--- src/hw/rtl/c2d_ram.sv ---
// generic single-write, single-read ram with registered read data
module c2d_ram #(
    parameter int WIDTH = 16,
    parameter int DEPTH = 64
) (
    input  logic                     i_clk,
    input  logic                     i_we,
    input  logic [$clog2(DEPTH)-1:0] i_waddr,
    input  logic [WIDTH-1:0]         i_wdata,
    input  logic [$clog2(DEPTH)-1:0] i_raddr,
    output logic [WIDTH-1:0]         o_rdata
);

    logic [WIDTH-1:0] r_mem [DEPTH];
    logic [WIDTH-1:0] r_rdata;

    // write port and registered read port
    always_ff @(posedge i_clk) begin
        if (i_we) begin
            r_mem[i_waddr] <= i_wdata;
        end
        r_rdata <= r_mem[i_raddr];
    end

    assign o_rdata = r_rdata;

endmodule

--- config.mk ---
export PLATFORM = sky130hd
export DESIGN_NAME = c2d_ram
export DESIGN_NICKNAME = d
export VERILOG_FILES = /design/src/hw/rtl/c2d_ram.sv
export SDC_FILE = /design/constraint.sdc
export NUM_CORES = 1
export LEC_CHECK = 0
export BUFFER_PORTS_ARGS = -buffer_cell sky130_fd_sc_hd__clkbuf_2
export CORE_ASPECT_RATIO = 1.4
export CORE_MARGIN = 1
export CORE_UTILIZATION = 56
export DETAILED_ROUTE_END_ITERATION = 8
export PLACE_DENSITY_LB_ADDON = 0.15
export SETUP_SLACK_MARGIN = 0.05
export SKIP_CTS_REPAIR_TIMING = 1
export SYNTH_ARGS = -nofsm -noshare
export SYNTH_HDL_FRONTEND = slang
export SYNTH_SLANG_ARGS = --single-unit
--- constraint.sdc ---
create_clock -name i_clk -period 3.1 [get_ports i_clk]
set_input_delay 0.31 -clock i_clk [delete_from_list [all_inputs] [get_ports i_clk]]
set_output_delay 0.31 -clock i_clk [all_outputs]
set_load 0.005 [all_outputs]
After elaboration in Yosys (flattened, before gate mapping)
Memory sizes are Yosys's and may differ from the RTL's. A register that Yosys moved wholly into a read port is not among the register bits.
Cells that the tools add are included.

operators by class
  multiplexer cells = 2

operators by type and width
  cell               number
  1-bit two-way mux  2

storage, ports and cells
  memories = 1
  bits of input ports = 30
  logic and storage cells = 3
  bits in registers = 0
  RAM bits = 1024
  output and inout bits = 16

memory list
  name   depth  width  rd ports  clocked after Yosys merged registers in  wr ports  RTL line  text
  r_mem  64     16     1         1                                        1         14        logic [WIDTH-1:0] r_mem [DEPTH];

Depth between registers and ports, before layout
  depth in word-level cells = 2
  gate-level depth with buffers = 10
  depth with buffers taken out = 5

Worst setup path before layout
OpenSTA, ideal clock, no wires.

  path kind = input to register
  from = input i_waddr[3]
  to = memory r_mem[48][0], enable pin
  required time = 2691 ps
  slack = 755 ps
  stages = 4
  arrival = 1936 ps
  buffers on the path = 1
  setup time = 409 ps
  cell sequence = clkbuf_1 > nor2b_1 > nand4b_1 > nor3_1

RTL lines
  element             RTL line  text
  start: declaration  8         input logic [$clog2(DEPTH)-1:0] i_waddr,
  end: declaration    14

No word-level cell before the write port.

==> results.sh <==
export IMPL_wl_per_cell_um=30.2
export IMPL_cp_max_fo=1
export IMPL_path_clk_slew_ps=70
export IMPL_grt_pass1_vias=19700
export IMPL_r2r_setup_slack_ps=990
export IMPL_clockBufferDepth=3
export IMPL_num_vias=19000
export IMPL_power_uw=28200
export IMPL_tightest_slew_ps=1160
export IMPL_ys_ff_latch=1040
export IMPL_clock_latency_ps=660
export IMPL_maxSlewViolCount=0
export IMPL_cts_root_buf="clkbuf_16"
export IMPL_place_port_buffers=45
export IMPL_finalCriticalPeriod_ps=2110
export IMPL_rows=115
export IMPL_ys_seq_area_share_pct=77.6
export IMPL_holdPathEnd="r_mem[32][15]"
export IMPL_ys_warn_count=0
export IMPL_hp_class="in -> reg"
export IMPL_die_w_um=228
export IMPL_die_area_sq_mm=0.0726
export IMPL_diodes=0
export IMPL_h_tree_depth=3
export IMPL_grt_antenna_before_repair=1
export IMPL_max_slew_margin_pct=22.4
export IMPL_grtUsageTotal_pct=25.9
export IMPL_syn_area_sq_mm=0.0400
export IMPL_ant_nets=0
export IMPL_routed_via_density=6.27
export IMPL_fin_cells=3035
export IMPL_final_nets=2053
export IMPL_r2r_end="o_rdata[4]"
export IMPL_cap_violations=0
export IMPL_grt_max_degree=65
export IMPL_cp_end_kind="flip-flop"
export IMPL_firstDrtPassIters=6
export IMPL_clock_sinks=1040
export IMPL_required_ps=3610
export IMPL_irDropWorstVdd_mv=0.570
export IMPL_synth_cell_types=43
export IMPL_core_area_sq_mm=0.0705
export IMPL_gp_congestion=0.910
export IMPL_synth_compound_area_share_pct=2.41
export IMPL_fillers=4718
export IMPL_holdWs_ps=128
export IMPL_p_per_area_mw_per_mm2=627
export IMPL_dp_hpwl_um=56900
export IMPL_hp_start="i_wdata[15]"
export IMPL_place_area_sq_mm=0.0421
export IMPL_final_common_cell="edfxtp_1"
export IMPL_ios=46
export IMPL_holdPathStages=1
export IMPL_grt_ovfl_total=0
export IMPL_arrival_ps=2620
export IMPL_synth_simple_area_share_pct=2.65
export IMPL_drive_gt1_share_pct=28.3
export IMPL_yosys_area_share_xor_xnor_pct=0
export IMPL_setup_viol=0
export IMPL_status="complete, no violations"
export IMPL_r2r_start="r_mem[21][4]"
export IMPL_synthMuxAreaShare_pct=15.5
export IMPL_synth_adder_area_share_pct=0
export IMPL_avgSynthCellArea_sq_um=21.9
export IMPL_ff2ff_path_depth=6
export IMPL_drc=0
export IMPL_final_cell_mix="edfxtp_1 (1024), mux4_2 (220), buf_4 (144)"
export IMPL_period_share_pct=68.1
export IMPL_leakagePower_uw=0.0144
export IMPL_clock_skew_ps=17.2
export IMPL_grt_pass1_wl_um=135000
export IMPL_fin_area_sq_mm=0.0450
export IMPL_syn_inst=1829
export IMPL_initial_core_util_pct=56.8
export IMPL_drt_total_wl_um=91800
export IMPL_clock_fmax_mhz=474
export IMPL_place_inst=2863
export IMPL_cts_made_buffers=94
export IMPL_setup_tns_ps=0
export IMPL_synthesis_nets=1859
export IMPL_area_delta_synth_final_pct=12.5
export IMPL_hold_viol=0
export IMPL_critPathLaunchType="flip-flop"
export IMPL_drt_iter0_drc=1879
export IMPL_rsz0062_at_grt="false"
export IMPL_synth_top_family_by_area="multiplexers"
export IMPL_die_h_um=318
export IMPL_path_class="reg -> reg"
export IMPL_tritoncts="done"
[sequential cells by signal, summed over array words and instances (netlist names)]
name     cells
o_rdata     16
r_mem     1024
[power breakdown]
part | switching, uW | total (uW) | internal [uW]
Combinational | 893 | 1450 | 560
Sequential | 47.9 | 15600 | 15600
Clock | 4950 | 11100 | 6200
Total | 5890 | 28200 | 22300
[critical path, stage by stage (launching register included)]
cell and delay [ps]:
edfxtp_1 380, mux4_2 490, mux2i_1 280, a22oi_1 170, buf_4 190, a31oi_1 350, a311oi_1 120
[final cells by class]
type | instances | area (sq um) | share of cell area [%]
multi-input cells | 685 | 8250 | 18.3
repair buffers | 202 | 1590 | 3.54
clock inverters | 51 | 370 | 0.822
well taps | 936 | 1170 | 2.60
flip-flops and latches | 1040 | 31100 | 69.0
clock buffers | 121 | 2580 | 5.72
[worst max-delay path by stage]
stage / startpoint / end / slack, ps / cells after the start
global route: i_raddr[0] / o_rdata[2] / 900 / 7
global placement: i_raddr[2] / o_rdata[5] / 330 / 7
floorplan: i_waddr[3] / r_mem[48][0] / 760 / 4
CTS: r_mem[21][4] / o_rdata[4] / 1000 / 6
finish: r_mem[21][4] / o_rdata[4] / 990 / 6
detailed placement: i_raddr[2] / o_rdata[5] / 320 / 7
[Yosys cell counts, drive strengths merged]
| cell | n | share of area, % |
|---|---|---|
| nand4 | 12 | 0.19 |
| a22o | 6 | 0.13 |
| or3b | 1 | 0.022 |
| clkbuf | 27 | 0.27 |
| mux2i | 85 | 2.1 |
| and2 | 2 | 0.031 |
| nor4 | 3 | 0.094 |
| buf | 77 | 1.6 |
| nand2b | 3 | 0.047 |
| nand3 | 24 | 0.30 |
| nand4b | 1 | 0.022 |
| a31oi | 8 | 0.12 |
| a41oi | 5 | 0.11 |
| o21ai | 8 | 0.10 |
| a22oi | 39 | 0.73 |
| nor2 | 74 | 0.71 |
| mux4 | 224 | 13 |
| a211oi | 8 | 0.15 |
| nand3b | 2 | 0.037 |
| dfxtp | 16 | 0.80 |
| a221o | 6 | 0.15 |
| nor3 | 2 | 0.025 |
| or3 | 1 | 0.016 |
| edfxtp | 1024 | 77 |
| a221oi | 16 | 0.35 |
| mux2 | 27 | 0.76 |
| a211o | 8 | 0.17 |
| a21oi | 17 | 0.21 |
| nor2b | 30 | 0.47 |
| and4 | 5 | 0.11 |
| a311oi | 8 | 0.17 |
| nand2 | 60 | 0.58 |
[per-stage QoR]
| step | worst slack, ps | utilization [%] |
|---|---|---|
| 4_1_cts | 999 | 63.9 |
| 5_1_grt | 905 | 63.9 |
| 6_report | 988 | 63.9 |
| 3_5_place_dp | 320 | 59.7 |
| 2_1_floorplan | 755 | - |
| 3_3_place_gp | 331 | 59.7 |
[metal layers]
metal	wire length (um)	vias to the layer above	GRT usage [%]
li1	-	8050	-
met1	36000	10100	34.5
met2	46300	735	42.7
met3	6140	132	4.54
met4	3330	2	10.7
met5	13	-	0
[cell families (layout without fill, tap and decap cells)]
family,count (synthesis),in the layout
AO/OA/AOI/OAI,129,129
buffers and inverters,104,374
flip-flops,1040,1040
AND/OR/NAND/NOR,220,220
multiplexers,336,336
Note: power is estimated with default switching activity, not from simulation.
