[config.mk]
export PLATFORM = sky130hd
export DESIGN_NAME = c2d_mac
export DESIGN_NICKNAME = d
export VERILOG_FILES = /design/src/hw/rtl/c2d_pkg.sv /design/src/hw/rtl/c2d_mac.sv
export SDC_FILE = /design/constraint.sdc
export NUM_CORES = 1
export LEC_CHECK = 0
export BUFFER_PORTS_ARGS = -buffer_cell sky130_fd_sc_hd__buf_2
export CORE_MARGIN = 8
export CORE_UTILIZATION = 43
export CTS_CLUSTER_SIZE = 16
export DETAILED_ROUTE_END_ITERATION = 10
export GPL_TIMING_DRIVEN = 1
export HOLD_SLACK_MARGIN = 0.06
export PLACE_DENSITY_LB_ADDON = 0.25
export SYNTH_ARGS = -nofsm -noshare
export SYNTH_HDL_FRONTEND = slang
export SYNTH_SLANG_ARGS = --single-unit
export TNS_END_PERCENT = 100
[constraint.sdc]
create_clock -name i_clk -period 15.02 [get_ports i_clk]
set_clock_uncertainty 0.1 [all_clocks]
set_input_delay 2.253 -clock i_clk [delete_from_list [all_inputs] [get_ports i_clk]]
set_output_delay 2.253 -clock i_clk [all_outputs]
set_load 0.02 [all_outputs]
[src/hw/rtl/c2d_pkg.sv]
// shared constants, types and codes for the 2d zero-padded convolution block
package c2d_pkg;

    // image store geometry (square, power-of-two side)
    localparam int IMG_AW        = 6;
    localparam int MAX_IMAGE_DIM = 1 << IMG_AW;
    localparam int IMG_DEPTH     = MAX_IMAGE_DIM * MAX_IMAGE_DIM;
    localparam int IMG_ADDR_W    = 2 * IMG_AW;
    localparam int DIM_W         = IMG_AW + 1;
    localparam int POS_W         = IMG_AW + 2;

    // kernel store geometry
    localparam int MAX_KERNEL_DIM = 7;
    localparam int KDIM_W         = $clog2(MAX_KERNEL_DIM + 1);
    localparam int KER_DEPTH      = MAX_KERNEL_DIM * MAX_KERNEL_DIM;
    localparam int KER_ADDR_W     = $clog2(KER_DEPTH);

    // arithmetic widths
    localparam int SAMPLE_BITS = 16;
    localparam int VALUE_W     = 16;
    localparam int TAP_W       = 16;
    localparam int PROD_W      = SAMPLE_BITS + TAP_W;
    localparam int SUM_W       = 37;

    // field widths
    localparam int FUNC_W = 2;
    localparam int ROW_W  = 6;
    localparam int CFG_IDX_W = 2;

    // function codes
    typedef logic [FUNC_W-1:0] t_func;
    localparam t_func FUNC_WR_IMG = 2'd0;
    localparam t_func FUNC_WR_TAP = 2'd1;
    localparam t_func FUNC_QUERY  = 2'd2;

    // configuration register indexes
    typedef logic [CFG_IDX_W-1:0] t_cfg_idx;
    localparam t_cfg_idx CFG_IMAGE_WIDTH  = 2'd0;
    localparam t_cfg_idx CFG_IMAGE_HEIGHT = 2'd1;
    localparam t_cfg_idx CFG_KERNEL_COLS  = 2'd2;
    localparam t_cfg_idx CFG_KERNEL_ROWS  = 2'd3;

    // query sequencer states
    typedef enum logic [1:0] {
        ST_IDLE,
        ST_WALK,
        ST_DRAIN,
        ST_EMIT
    } t_state;

    // control riding along with each kernel position into the mac
    typedef struct packed {
        logic step;   // a kernel position occupies this slot
        logic vld;    // position lies inside the image
        logic first;  // first position of the query
        logic last;   // last position of the query
    } t_mac_ctl;

endpackage

[src/hw/rtl/c2d_mac.sv]
// shared multiply-accumulate: registered product, then 37-bit accumulate
module c2d_mac
    import c2d_pkg::*;
(
    input  logic                          i_clk,
    input  logic                          i_rst_n,
    input  t_mac_ctl                      i_ctl,
    input  logic signed [SAMPLE_BITS-1:0] i_sample,
    input  logic signed [TAP_W-1:0]       i_tap,
    output logic signed [SUM_W-1:0]       o_sum,
    output logic                          o_done
);

    logic signed [PROD_W-1:0] r_prod;
    t_mac_ctl                 r_ctl;
    logic signed [SUM_W-1:0]  r_acc;
    logic signed [SUM_W-1:0]  n_acc;
    logic signed [SUM_W-1:0]  addend;
    logic                     r_done;

    // product stage
    always_ff @(posedge i_clk) begin
        r_prod <= i_sample * i_tap;
    end

    always_ff @(posedge i_clk) begin
        if (!i_rst_n) begin
            r_ctl  <= '0;
            r_done <= 1'b0;
        end else begin
            r_ctl  <= i_ctl;
            r_done <= r_ctl.step & r_ctl.last;
        end
    end

    // positions outside the image add nothing
    always_comb begin
        addend = r_ctl.vld ? SUM_W'(r_prod) : '0;
        n_acc  = (r_ctl.first ? '0 : r_acc) + addend;
    end

    // accumulate stage
    always_ff @(posedge i_clk) begin
        if (r_ctl.step) begin
            r_acc <= n_acc;
        end
    end

    assign o_sum  = r_acc;
    assign o_done = r_done;

endmodule

; ---- Word-level counts from Yosys, hierarchy flattened
; Index checks and enable logic that the tools add are counted.
[word_totals]
register_bits = 74
output_inout_bits = 38
[op_classes]
n_addsub = 1
mul = 1
n_mux = 2
bitwise_logic = 1
[ops]
columns = operator, count
row1 = $mux W37, 2
row2 = $add A37 B37 Y37, 1
row3 = $mul A16 B16 Y32, 1
row4 = $and A1 B1 Y1, 1

; ---- Logic depth before layout (Yosys ltp)
; Gate-level depths: netlist of the first run.
[logic_depth]
depth_word = 2
depth_mapped = 22
mapped_depth_nobuf = 21

; ---- Least setup slack after synthesis of the first run
; No wires, ideal clock.
[synth_timing]
path_type = input port to flip-flop
startpoint = input i_sample[15]
endpoint = register r_prod[31]
setup_time_ns = 0.128
t_arrival_ns = 7.589
required_time_ns = 14.792
setup_slack_ns = 7.203
stages = 20
n_path_buf = 1
cell_sequence = clkbuf_1 > nand2_1 > inv_1 > fa_1 > fa_1 > fa_1 > fa_1 > fa_1 > inv_1 > fa_1 > inv_1 > ha_1 > and4_1 > nand2_1 > nor2_1 > o21ai_0 > a31o_2 > a21oi_1 > mux2i_1 > nand4_1
[synth_via]
elab_chain_len = 1
[synth_rtl]
columns = element, line_no
row1 = from (decl), c2d_mac.sv:8  ; input logic signed [SAMPLE_BITS-1:0] i_sample,
row2 = $mul A16 B16 Y32, c2d_mac.sv:23  ; r_prod <= i_sample * i_tap;
row3 = to (signal assigned), c2d_mac.sv:23
row4 = to (decl), c2d_mac.sv:14  ; logic signed [PROD_W-1:0] r_prod;
; Every way passes these cells.
; A chain may end at the register's enable or synchronous reset.

; ---- Worst setup path in the final report of the first run
; Same ends and word-level chain as after synthesis.

==> results of run 1 <==
## kinds of logic (layout without fill, tap and decap cells)
family / after synthesis / count (layout) / share of synthesized area (%)
muxes: 1 / 1 / 0.0719
AOI/OAI and AO/OA: 170 / 170 / 8.05
xor gates and xnor gates: 66 / 66 / 4.15
and+or+nand+nor: 461 / 461 / 17.2
DFF: 74 / 74 / 13.3
adders and majority gates: 381 / 381 / 48.4
buffers and inverters: 329 / 380 / 8.86
## layout by cell type (no fill, tap or decap), drive strengths merged, types with 5 or more instances in the layout
master  count
inv       289
fa        263
and2      161
nand2     151
ha        118
buf        76
a21oi      49
nor2       47
o21ai      47
xnor2      43
nor2b      39
edfxtp     37
dfxtp      37
a21o       24
xor2       23
nand2b     15
a211oi     14
clkbuf     10
nor3        9
o21a        8
and3        8
nand3       8
nand4       5
## routing by layer
metal / part of all wire (%) / vias to the layer above
met5: 0 / -
met4: 1.1 / 0
met3: 6.5 / 25
met2: 42 / 230
met1: 50 / 4712
li1: - / 4673
## worst max-delay path: stages
cell,delay [ns]
buf_2,0.27
nand2_1,0.15
inv_1,0.14
fa_1,0.54
fa_1,0.80
fa_1,0.51
fa_1,0.51
fa_1,0.49
inv_1,0.05
fa_1,0.47
inv_1,0.04
ha_1,0.32
and4_1,0.22
nand2_1,0.09
nor2_1,0.14
o21ai_0,0.12
a31o_2,0.27
a21oi_1,0.23
mux2i_1,0.21
nand4_1,0.09
## area by class of cell
class | instances | area, µm² | area share, %
multi-input combinational | 1079 | 10800 | 72.5
sequential | 74 | 1850 | 12.4
inverter | 288 | 1080 | 7.22
tap | 408 | 510 | 3.41
timing repair buffer | 76 | 383 | 2.56
clock buffer | 10 | 229 | 1.53
clock inverter | 6 | 66.3 | 0.443
## state kept, by name, indices dropped and copies added (netlist names)
signal / count
r_ctl: 4
o_sum: 37
o_done: 1
r_prod: 32
## through the flow
stage                     util, %  std cells
after CTS                    46.5       1941
after floorplan                 -       1482
final                        46.5       1941
after global placement       45.6       1925
after global routing         46.5       1941
after detailed placement     45.6       1925
## worst max path at each step
stage	slack (ns)	to	depth (start not counted)
global route	6.81	r_prod[30]	20
finish	7.19	r_prod[31]	20
CTS	7.14	r_prod[30]	20
detailed placement	6.79	r_prod[30]	20
global placement	6.88	r_prod[31]	20
floorplan	7.20	r_prod[31]	20
==> flow_metrics.tcl, run 1 <==
set metrics [dict create \
    outcome "complete, no violations" \
    ctsHtreeMaxLevel 3 \
    fp.coreArea_mm2 0.0322 \
    grt_pass1_wl_um 53900 \
    critPathRequiredTime_ns 15.13 \
    clk_pin_slew_ns 0.06 \
    hold_path_end "o_done" \
    hold_buffers 0 \
    synth_seq_area_share_pct 13.3 \
    ys_warn_count 0 \
    drive_gt1_share_pct 6.91 \
    grt_use_met1_pct 25.1 \
    dpl.hpwl_um 26600 \
    antenna_found_initial 0 \
    criticalPathCategory "input pin to register" \
    final_hold_viol_count 0 \
    ys_async_sr_fraction_pct 0 \
    ys_top_cells_by_count "inv_1 (288), fa_1 (263), and2_1 (161)" \
    die_area_mm2 0.0384 \
    clockBufferDepth 2 \
    grt_max_degree 39 \
    yosysMostFrequentCell "inv_1" \
    drt_iter0_drc 412 \
    layout_worst_path_cycle_share_pct 52.1 \
    synth_area_leaders "fa_1 (38%), ha_1 (11%), edfxtp_1 (8.0%), inv_1 (7.8%), and2_1 (7.2%)" \
    synthesis.nets 1901 \
    ys_ff_latch 74 \
    r2r_setup_slack_ns 11.33 \
    syn_to_final_growth_pct 7.44 \
    clock_sinks 74 \
    max_cap_violations 0 \
    synth_area_mm2 0.0139 \
    wl_per_cell_um 16.4 \
    ys.flop_type "edfxtp_1" \
    r2r_cells 12 \
    synth.top_cell.area_share_pct 37.8 \
    synthDistinctLibCells 57 \
    grtUsageTotal_pct 17.2 \
    path_max_fanout 16 \
    final-max-slew-violation-count 0 \
    gp_congestion 0.892 \
    avgSynthCellArea_um2 9.40 \
    fillers 3117 \
    fp.dieW_um 196 \
    io_buffer_count 75 \
    cts_root_buf "clkbuf_16" \
    drtPass1Iterations 5 \
    whs_path_depth 1 \
    place_area_mm2 0.0147 \
    rr_startpoint "r_ctl[2]" \
    overflow 0 \
    use_met3_pct 3.86 \
    routed_wl_um 31800 \
    cts-resized-gates 0 \
    r2r-end "o_sum[36]" \
    fin_area_mm2 0.0150 \
    drt-vias-per-instance 4.97 \
    cts_buffers 9 \
    min_period_ns 7.83 \
    post_cts_buffers 0 \
    worst_pin_slew_ns 0.972 \
    postRouteAntennaNets 0 \
    fin_nets 1947 \
    synth_cells 1482 \
    cts_tree "yes" \
    hp-class "register to register" \
    vias 9640 \
    num_antenna_cells 0 \
    grt_pass1_vias 10500 \
    rsz0062_at_grt "no" \
    num_rows 66 \
    max_freq_ghz 0.128 \
    drc 0 \
    critPathLaunch "i_sample[15]" \
    endpoint_kind "register" \
    io_pins 76 \
    maxSlewHeadroom_pct 35.2 \
    insertion_delay_ns 0.34 \
    initial_core_util_pct 43.3 \
    busiest_layer "met2" \
    hold_ws_ns 0.351 \
    dpl_worst_slack_ns 6.79 \
    setup_viol 0 \
    synth_edf_count 37 \
    worst_slack_ns 7.19 \
    synth_top_area_cell "fa_1" \
    tns_ns 0 \
    cp.arrival_ns 7.94 \
    start_kind "input pin" \
    grtUsageMet2_pct 26.0 \
    die_h_um 196 \
    hp-start "r_ctl[0]" \
]
Power of run 1 is left out: the tool's default activity adds up to more than one toggle a clock period on the data nets, which glitch-free logic cannot reach.
==> run 2, diff against run 1 <==
==> constraint.sdc (replaced) <==
create_clock -name i_clk -period 6.6 [get_ports i_clk]
set_clock_uncertainty 0.1 [all_clocks]
set_input_delay 0.99 -clock i_clk [delete_from_list [all_inputs] [get_ports i_clk]]
set_output_delay 0.99 -clock i_clk [all_outputs]
set_load 0.02 [all_outputs]
==> flow_metrics.tcl, run 2 (same netlist as run 1, synthesis figures left out) <==
set metrics [dict create \
    outcome "complete, no violations" \
    vias 9916 \
    drt_iter0_drc 432 \
    max_freq_ghz 0.159 \
    clockBufferDepth 2 \
    fin_nets 2001 \
    grtUsageTotal_pct 17.4 \
    io_pins 76 \
    drc 0 \
    grt_pass1_wl_um 55200 \
    insertion_delay_ns 0.34 \
    dpl_worst_slack_ns -0.0779 \
    initial_core_util_pct 43.3 \
    min_period_ns 6.31 \
    instances_no_fill 1995 \
    layout_worst_path_cycle_share_pct 95.5 \
    overflow 0 \
    die_area_mm2 0.0384 \
    drt-vias-per-instance 4.97 \
    hold_buffers 0 \
    fp.dieW_um 196 \
    drtPass1Iterations 4 \
    largest_register_ffs 37 \
    dp.cells 1979 \
    final_cell_mix "inv_1 (288), fa_1 (262), and2_1 (161)" \
    cp.arrival_ns 6.47 \
    hold_ws_ns 0.364 \
    routed_wl_um 31700 \
    maxSlewHeadroom_pct 35.7 \
    num_antenna_cells 0 \
    clock_sinks 74 \
    critPathRequiredTime_ns 6.76 \
    grt_max_degree 39 \
    ctsHtreeMaxLevel 3 \
    endpoint_kind "register" \
    num_rows 66 \
    antenna_found_initial 0 \
    max_cap_violations 0 \
    hp-class "register to register" \
    cts_root_buf "clkbuf_16" \
    syn_to_final_growth_pct 10.8 \
    cts_tree "yes" \
    mostFrequentLayoutCell "inv_1" \
    grt_pass1_vias 11000 \
    dpl.hpwl_um 26900 \
    gp_congestion 0.848 \
    worst_slack_ns 0.295 \
    drive_gt1_share_pct 10.3 \
    postRouteAntennaNets 0 \
    path_max_fanout 11 \
    wl_per_cell_um 15.9 \
    post_cts_buffers 0 \
    clk_pin_slew_ns 0.06 \
    criticalPathCategory "input pin to register" \
    die_h_um 196 \
    io_buffer_count 75 \
    cts-resized-gates 0 \
    fp.coreArea_mm2 0.0322 \
    rsz0062_at_grt "no" \
    final_hold_viol_count 0 \
    worst_pin_slew_ns 0.964 \
    final-max-slew-violation-count 0 \
    start_kind "input pin" \
    cts_buffers 9 \
    setup_viol 0 \
    fin_util_pct 47.9 \
]
==> run 2: critical path, cell delays in order <==
cell	delay, ns
buf_2	0.19
and2_1	0.21
fa_1	0.54
inv_1	0.05
fa_1	0.46
fa_1	0.54
fa_1	0.55
inv_1	0.05
fa_1	0.49
fa_1	0.41
ha_1	0.36
and4_1	0.23
a21oi_1	0.15
nand4b_1	0.18
o211ai_1	0.35
a21oi_2	0.13
a211o_1	0.27
a21oi_1	0.18
xnor2_1	0.14
==> run 2: layer usage <==
layer	global-route usage, %	part of all wire [%]
met5	0	0
met4	3.57	1.1
met3	2.11	4.3
met2	28.2	44
met1	24.9	50
==> run 2: area by class of cell <==
class                           instances  area (µm²)
Fill cell                            3090       16800
Multi-Input combinational cell       1079       10900
Sequential cell                        74        1850
Inverter                              288        1080
Timing Repair Buffer                  130         816
Tap cell                              408         510
Clock buffer                           11         275
Clock inverter                          5        40.0
==> run 2: path summary, 6_finish.rpt <==
| kind | start | endpoint | depth (start not counted) | slack (ns) |
|---|---|---|---|---|
| hold / removal | r_ctl[0] | o_done | 1 | 0.36 |
| setup reg to reg | r_ctl[1] | o_sum[25] | 12 | 2.58 |
| setup / recovery | i_sample[7] | r_prod[30] | 19 | 0.29 |
| hold reg to reg | r_ctl[0] | o_done | 1 | 0.36 |
==> run 2: stage by stage <==
stage	cell area [µm²]	TNS, ns
2_1_floorplan	13900	0
3_3_place_gp	15100	0
3_5_place_dp	15100	-0.148
4_1_cts	15400	0
5_1_grt	15400	0
6_report	15400	0
Power of run 2 is left out for the same reason.
